==> src/policy_dominance_result_cache_macros.svh <==
// Assertion macros for the policy dominance result cache.
// Used by the top level; expects aclk and aresetn in scope.
`ifndef POLICY_DOMINANCE_RESULT_CACHE_MACROS_SVH
`define POLICY_DOMINANCE_RESULT_CACHE_MACROS_SVH

// cond holds at every clock edge out of reset
`define PDRC_CHECK(label, cond, msg) \
    label: assert property (@(posedge aclk) disable iff (!aresetn) (cond)) else $error(msg);

// ante implies cons in the same cycle
`define PDRC_IMPLY(label, ante, cons, msg) \
    label: assert property (@(posedge aclk) disable iff (!aresetn) (ante) |-> (cons)) \
        else $error(msg);

`endif

==> src/pdrc_pkg.sv <==
// Shared types and constants for the policy dominance result cache.
// No dependencies.
package pdrc_pkg;

    localparam int KEY_W        = 198;
    localparam int POL_FIELD_W  = 8;
    localparam int PAY_FIELD_W  = 64;
    localparam int S_TDATA_W    = 272;
    localparam int M_TDATA_W    = 80;
    localparam int RES_W        = 74;

    localparam int TABLE_SLOTS_DEF  = 64;
    localparam int POLICY_BITS_DEF  = 8;
    localparam int PAYLOAD_BITS_DEF = 64;

    localparam logic CMD_LOOKUP = 1'b0;
    localparam logic CMD_UPDATE = 1'b1;

    // request broadcast to every cell
    typedef struct packed {
        logic                   cmd;
        logic [KEY_W-1:0]       key;
        logic [POL_FIELD_W-1:0] pol;
        logic [PAY_FIELD_W-1:0] pay;
    } req_t;

    // token and running result passed cell to cell
    typedef struct packed {
        logic                   tok;
        logic                   done;
        logic                   have;
        logic [POL_FIELD_W-1:0] best_pol;
        logic [PAY_FIELD_W-1:0] best_pay;
    } carry_t;

endpackage

==> src/pdrc_cell.sv <==
// One table slot of the result cache chain: stores an entry and
// advances the scan token. Depends on pdrc_pkg.
module pdrc_cell #(
    parameter int POL_W = pdrc_pkg::POLICY_BITS_DEF,
    parameter int PAY_W = pdrc_pkg::PAYLOAD_BITS_DEF
) (
    input  logic             aclk,
    input  logic             aresetn,
    input  pdrc_pkg::req_t   req,
    input  pdrc_pkg::carry_t carry_in,
    output pdrc_pkg::carry_t carry_out,
    output logic             slot_valid
);

    localparam int PFW = pdrc_pkg::POL_FIELD_W;
    localparam int YFW = pdrc_pkg::PAY_FIELD_W;

    logic                          valid_reg;
    logic                          valid_next;
    logic [pdrc_pkg::KEY_W-1:0]    key_reg;
    logic [POL_W-1:0]              pol_reg;
    logic [PAY_W-1:0]              pay_reg;
    pdrc_pkg::carry_t              carry_reg;
    pdrc_pkg::carry_t              carry_next;

    logic           key_hit;
    logic           usable;
    logic           take;
    logic           is_upd;
    logic           wr_pay;
    logic           wr_new;
    logic [PFW-1:0] pol_ext;

    always_comb begin
        pol_ext = PFW'(pol_reg);
        key_hit = valid_reg && (key_reg == req.key);
        is_upd  = (req.cmd == pdrc_pkg::CMD_UPDATE);
        usable  = key_hit && ((pol_ext & ~req.pol) == '0);
        take    = carry_in.tok && !is_upd && usable &&
                  (!carry_in.have || ((carry_in.best_pol & ~pol_ext) == '0));
        wr_pay  = carry_in.tok && is_upd && !carry_in.done && key_hit &&
                  (pol_ext == req.pol);
        wr_new  = carry_in.tok && is_upd && !carry_in.done && !valid_reg;
        valid_next = valid_reg | wr_new;

        carry_next      = carry_in;
        carry_next.done = carry_in.done | wr_pay | wr_new;
        if (take) begin
            carry_next.have     = 1'b1;
            carry_next.best_pol = pol_ext;
            carry_next.best_pay = YFW'(pay_reg);
        end
    end

    always_ff @(posedge aclk) begin
        if (!aresetn) begin
            valid_reg     <= 1'b0;
            carry_reg.tok <= 1'b0;
        end else begin
            valid_reg <= valid_next;
            carry_reg <= carry_next;
        end
    end

    always_ff @(posedge aclk) begin
        if (wr_new) begin
            key_reg <= req.key;
            pol_reg <= req.pol[POL_W-1:0];
        end
        if (wr_new || wr_pay) begin
            pay_reg <= req.pay[PAY_W-1:0];
        end
    end

    assign carry_out  = carry_reg;
    assign slot_valid = valid_reg;

endmodule

==> config.mk <==
export PLATFORM = sky130hd
export DESIGN_NAME = pdrc_cell
export DESIGN_NICKNAME = d
export VERILOG_FILES = /design/src/policy_dominance_result_cache_macros.svh /design/src/pdrc_pkg.sv /design/src/pdrc_cell.sv
export SDC_FILE = /design/constraint.sdc
export NUM_CORES = 1
export LEC_CHECK = 0
export ABC_CLOCK_PERIOD_IN_PS = 31200
export BUFFER_PORTS_ARGS = -buffer_cell sky130_fd_sc_hd__clkbuf_2
export CORE_ASPECT_RATIO = 1.25
export CORE_UTILIZATION = 25
export CTS_CLUSTER_DIAMETER = 60
export DETAILED_ROUTE_END_ITERATION = 7
export REMOVE_ABC_BUFFERS = 1
export SYNTH_ARGS = -nofsm -noshare
export SYNTH_HDL_FRONTEND = slang
export SYNTH_SLANG_ARGS = --single-unit
==> constraint.sdc <==
create_clock -name aclk -period 31.2 [get_ports aclk]
set_clock_uncertainty 0.05 [all_clocks]
set_input_delay 1.56 -clock aclk [delete_from_list [all_inputs] [get_ports aclk]]
set_output_delay 1.56 -clock aclk [all_outputs]
set_load 0.03 [all_outputs]
==> results of run 1 <==
==> cell families (layout without fill, tap and decap cells) <==
group / Yosys count / count (layout) / share of synthesized area
fa+ha+maj: 8 / 8 / 0.00708
xor+xnor: 124 / 124 / 0.0769
buf+inv: 72 / 573 / 0.0228
mux: 72 / 72 / 0.0619
simple gates: 138 / 138 / 0.0618
flops: 346 / 346 / 0.734
other cells: 0 / 5 / 0
compound gates: 62 / 62 / 0.0356
==> per-layer routing <==
metal,up-vias,part of all wire
met5,-,0.0018
met4,10,0.030
met3,68,0.088
met2,359,0.49
met1,4089,0.39
li1,4100,-
==> layout make-up <==
class | instances | area share
well taps | 742 | 0.0496
diodes | 5 | 0.000669
flip-flops and latches | 346 | 0.554
inverters | 65 | 0.0130
clock buffers | 49 | 0.0610
repair buffers | 429 | 0.116
multi-input cells | 404 | 0.185
clock inverters | 30 | 0.0203
==> metrics by stage <==
step	utilization	std cells	worst slack [ns]
final	0.334	2070	26.33
after global placement	0.307	1986	25.60
after detailed placement	0.307	1986	25.56
after floorplan	-	815	20.04
after CTS	0.334	2065	26.17
after global routing	0.334	2069	26.10
==> cells in the mapped netlist, types with 2 or more instances <==
| cell type | instances | area, sq um |
|---|---|---|
| or3_1 | 2 | 12.5 |
| dfxtp_1 | 2 | 40.0 |
| a2111o_1 | 11 | 124 |
| a2111oi_0 | 9 | 78.8 |
| mux2_2 | 55 | 619 |
| a221oi_1 | 2 | 17.5 |
| or4_1 | 2 | 15.0 |
| ha_1 | 8 | 100 |
| xnor2_1 | 75 | 657 |
| nor2b_1 | 50 | 313 |
| buf_6 | 7 | 78.8 |
| o22ai_1 | 24 | 150 |
| xor2_1 | 49 | 429 |
| inv_1 | 65 | 244 |
| nor4_1 | 23 | 144 |
| edfxtp_1 | 344 | 10300 |
| nand4_1 | 28 | 175 |
| mux2_4 | 17 | 255 |
| nor3_1 | 3 | 15.0 |
| o2111ai_1 | 5 | 43.8 |
| a22o_1 | 4 | 35.0 |
| nand3_1 | 2 | 10.0 |
| nor2_1 | 3 | 11.3 |
| nand2b_1 | 18 | 113 |
==> placed cells by master (no fill, tap or decap), types with 3 or more instances in the layout <==
master	instances
a2111o_1	11
a2111oi_0	9
a22o_1	4
buf_4	6
bufinv_16	6
clkbuf_1	4
clkbuf_16	45
clkbuf_2	422
clkinv_1	7
clkinv_2	5
clkinv_8	5
diode_2	5
edfxtp_1	344
ha_1	8
inv_1	65
inv_8	3
mux2_2	55
mux2_4	17
nand2b_1	18
nand4_1	28
nor2b_1	50
nor3_1	3
nor4_1	23
o2111ai_1	5
o22ai_1	23
xnor2_1	75
xor2_1	49
==> worst max-delay path: stages <==
cell and delay, ns:
clkbuf_2 0.10, nand2b_1 0.12, o2111ai_1 0.15, a2111oi_0 0.83, nand4_1 0.18, nor4_1 0.86
nand2_1 0.27, o22ai_4 0.14, buf_4 0.70
==> where the power goes <==
part / internal (uW) / switching (uW)
combinational: 37.3 / 51.3
clock: 318 / 208
sequential: 533 / 6.73
total: 889 / 266
==> path summary, 6_finish.rpt <==
kind                                                end  cells past startpoint                   start
worst min register to register  carry_out[56]$_DFFE_PP_                      1   pay_reg[56]$_DFFE_PP_
worst max-delay path              pay_reg[55]$_DFFE_PP_                      9                req[115]
worst max register to register    pay_reg[55]$_DFFE_PP_                      8  key_reg[125]$_DFFE_PP_
worst min-delay path            carry_out[56]$_DFFE_PP_                      1   pay_reg[56]$_DFFE_PP_
==> run metrics, run 1 <==
final instance area=~19000 sq um; fin crit period=between 4 and 5 ns; fin. max-slew vios=0; CTS H-tree lvls=2; CP endpoint kind=flip-flop; Post-synth EDFFs=344; met3 usage=0.0509; number of global-route vias before repair=approximately 9000; Crit path required time=approximately 31 ns; clk slew on worst S/H paths=approximately 0.060 ns; max_slew headroom=0.268; FF+latch area=between 10000 and 15000 sq um; Multi-input gate area=3460 sq um; Post-Syn Area=around 14000 sq um; Max Fclk=between 200 and 250 MHz; Starting Density=0.253; Vias=approximately 8600; # Post-CTS Setup Buffers=0; critical path class=in -> reg; total clock sinks=approximately 350; total CTS buffers=43; hold crit path type=reg -> reg; Post-Route WL=between 30000 and 40000 um; share of layout cells above drive strength 1=0.433; Pleak=between 0.007 and 0.008 uW; failing checks=DRC; synth-to-layout area growth=32.4%; Least-Margin Pin Slew=1.10 ns; Die Footprint=57500 sq um; initial DRC count=slightly below 500; hpwl dp=29600 um; syn avg cell area=approximately 17 sq um; post-route DRC violation count=4; Gates resized, CTS repair=0; Critical Path Fanout Max=64; CTS Buffer Depth=3; die span in y=~270 um; Hold Buf Count CTS=0; CTS tree=yes; worst vdd ir=about 0.035 mV; Final #Nets=around 1600; synth unique cells=38; Clock Root Buffer=clkbuf_16; 1st-pass router iterations=6; PortBufs=423; global-route wire length before repair=55800 um; Worst-Skew Late Latency=roughly 0.56 ns; status=finished with violations; Pwr per Cell Area=61.7 nW/um^2; Warnings, synthesis=0; CORE AREA=~56000 sq um; Post-DP Area=about 17000 sq um; # setup viols final=0; Core Rows=between 90 and 100; Max-Cap Viols=0; GR met1 Demand/Resource=0.148; Hold Slack=between 0.4 and 0.5 ns; max reg flops=around 200; largest net degree at the start of global routing=163; sequential share of the synthesized area=0.734; setup TNS=0 ns; fin crit share=0.156; Async SR Flop Fraction=0; r2r setup slk=27.07 ns; Most used DFF post-synth=edfxtp_1; final antenna-violating net count=0; CP Launch Type=input pin; routability cong.=roughly 0.8; GR peak layer=met2; initial antenna violation count=10; Avg WL per Cell=between 15 and 20 um; CP arrival=approximately 5.0 ns; Die X=between 200 and 250 um; Synth Instances=about 800; num ports=around 420; grt met2 use=0.223; Power, Total=~1200 uW; Via density=4.17; Final Hold Fails=0; filler cell count=5496; Seq cells post-synth=346; RSZ-0062 raised after global routing=no; grt total ovfl=0; GRT Overall Usage=0.132
Note: power is estimated with default switching activity, not from simulation.
==> inputs of run 2 (changes only) <==
ABC_CLOCK_PERIOD_IN_PS = 4900   (was 31200)
clock period = 4.9 ns   (was 31.2 ns; I/O delays follow)
==> run metrics, run 2 (synthesis results as in run 1) <==
RSZ-0062 raised after global routing=no; Multi-input gate area=3460 sq um (unchanged); Starting Density=0.253 (unchanged); initial DRC count=473 (-4.3%); Post-Route WL=42500 um (+11%); Max-Cap Viols=0 (unchanged); final antenna-violating net count=0 (unchanged); hold crit path type=in -> reg; number of global-route vias before repair=10800 (+20%); GR met1 Demand/Resource=0.163 (+0.0146); CTS H-tree lvls=2 (unchanged); Least-Margin Pin Slew=1.12 ns (+0.0179 ns); largest net degree at the start of global routing=163 (unchanged); 1st-pass router iterations=4 (-2); PortBufs=423 (unchanged); critical path class=reg -> reg; fin crit period=about 3.6 ns; Core Rows=97 (unchanged); CTS tree=yes; Worst Reg2Reg Path Length in Cells=8 (unchanged); Die X=215 um (unchanged); Worst path slowest cell=a2111oi_0; CTS Buffer Depth=3 (unchanged); num ports=424 (unchanged); status=completed; Die Footprint=57500 sq um (unchanged); hold path depth=4 (+3); worst vdd ir=0.294 mV (+730%); Clock Root Buffer=clkbuf_16; clk slew on worst S/H paths=0.06 ns (about the same); global-route wire length before repair=62700 um (+12%); CP arrival=3.85 ns (-1.15 ns); total clock sinks=346 (unchanged); Bufs and invs on worst path=1 (-1); slack of the critical path=1.30 ns (-25.03 ns); # setup viols final=0 (unchanged); grt met2 use=0.259 (+0.0360); Pleak=0.00854 uW (+18%); filler cell count=5185 (-5.7%); Critical Path Fanout Max=72 (+13%); FF+latch area=10400 sq um (unchanged); die span in y=268 um (unchanged); Crit path required time=5.15 ns (-26.18 ns); met3 usage=0.0390 (-0.0119); CP Launch Type=flip-flop; Avg WL per Cell=17.7 um (-4.4%); commonest non-fill, non-tap cells in the layout=422 x clkbuf_2, 346 x dlygate4sd3_1, 344 x edfxtp_1; Max Fclk=about 280 MHz; # Post-CTS Setup Buffers=0 (unchanged); Pwr per Cell Area=325 nW/um^2 (+430%); fin crit share=0.735; hpwl dp=29500 um (-0.56%); Via density=4.18 (+0.37%); Critical Path Max Stage Delay=0.85 ns (about the same); GRT Overall Usage=0.145 (+0.0127); CORE AREA=55900 sq um (unchanged); initial antenna violation count=6 (-4); Final #Nets=1989 (+21%); share of layout cells above drive strength 1=0.339 (-0.0937); max_slew headroom=0.256 (-0.0119); Core Util, Final=0.391 (+0.0566); CP endpoint kind=flip-flop; Vias=10100 (+17%); most common cell after layout, fill and taps aside=clkbuf_2; Final Hold Fails=0 (unchanged); CP top delay family=simple AND/OR/NAND/NOR gates; routability cong.=0.819 (+2.0%); total CTS buffers=41 (-4.7%); Worst-Skew Late Latency=0.55 ns (about the same); GR peak layer=met2; max reg flops=198 (unchanged); Critical Path Stages=8 (-1); grt total ovfl=0 (unchanged); fin. max-slew vios=0 (unchanged); synth-to-layout area growth=54.9%; pre-CTS WS=1.24 ns (-24.32 ns); post-route DRC violation count=0 (-4); CP Cell Sequence=nor2b_1 > a2111oi_0 > and4_1 > nand4_1 > nor4_2 > nand3_4 > buf_4 > mux2_4
## run 2: path summary, 6_finish.rpt
path	from	endpoint	slack, ns
worst min-delay path	req[270]	carry_out[72]$_SDFFCE_PP1P_	0.16
worst min register to register	pay_reg[4]$_DFFE_PP_	carry_out[4]$_DFFE_PP_	0.49
worst max-delay path	key_reg[36]$_DFFE_PP_	carry_out[16]$_DFFE_PP_	1.30
worst max register to register	key_reg[36]$_DFFE_PP_	carry_out[16]$_DFFE_PP_	1.30
## run 2: layout make-up
type                            count  share of cell area
Timing Repair Buffer              775               0.258
Sequential cell                   346               0.474
Inverter                           65              0.0112
Clock inverter                     25             0.00846
Clock buffer                       44              0.0474
Multi-Input combinational cell    404               0.158
Antenna cell                        2            0.000229
Tap cell                          742              0.0424
## run 2: report_power, final
| group | internal [uW] | switching, uW | total, uW |
|---|---|---|---|
| Sequential | 3400 | 43.9 | 3440 |
| Combinational | 418 | 391 | 809 |
| Clock | 1600 | 1260 | 2860 |
## run 2: per-stage QoR
stage	std cells	cell area (sq um)	hold slack, ns	setup TNS (ns)	power (uW)
after global routing	2402	21900	0.171	0	7380
after global placement	1986	17200	0.374	0	4060
final	2403	21900	0.162	0	7100
after floorplan	815	14100	0.294	-1091.92	3780
after CTS	2401	21900	0.126	0	7210
after detailed placement	1986	17200	0.374	0	4080
## run 2: layer usage
metal | vias up | share of wire
met3 | 89 | 0.066
li1 | 4769 | -
met4 | 8 | 0.037
met1 | 4795 | 0.39
met5 | - | 0.0011
met2 | 390 | 0.50
## run 2: worst min-delay path, cell delays in order
cell	delay [ns]
clkbuf_2	0.09
nor4b_1	0.04
nand3_1	0.12
o21bai_1	0.09
## run 2: repair_timing
action / CTS / global route
hold buffers: 346 / 0
hold endpoints to repair: 348 / 0
resized for setup: 0 / 0
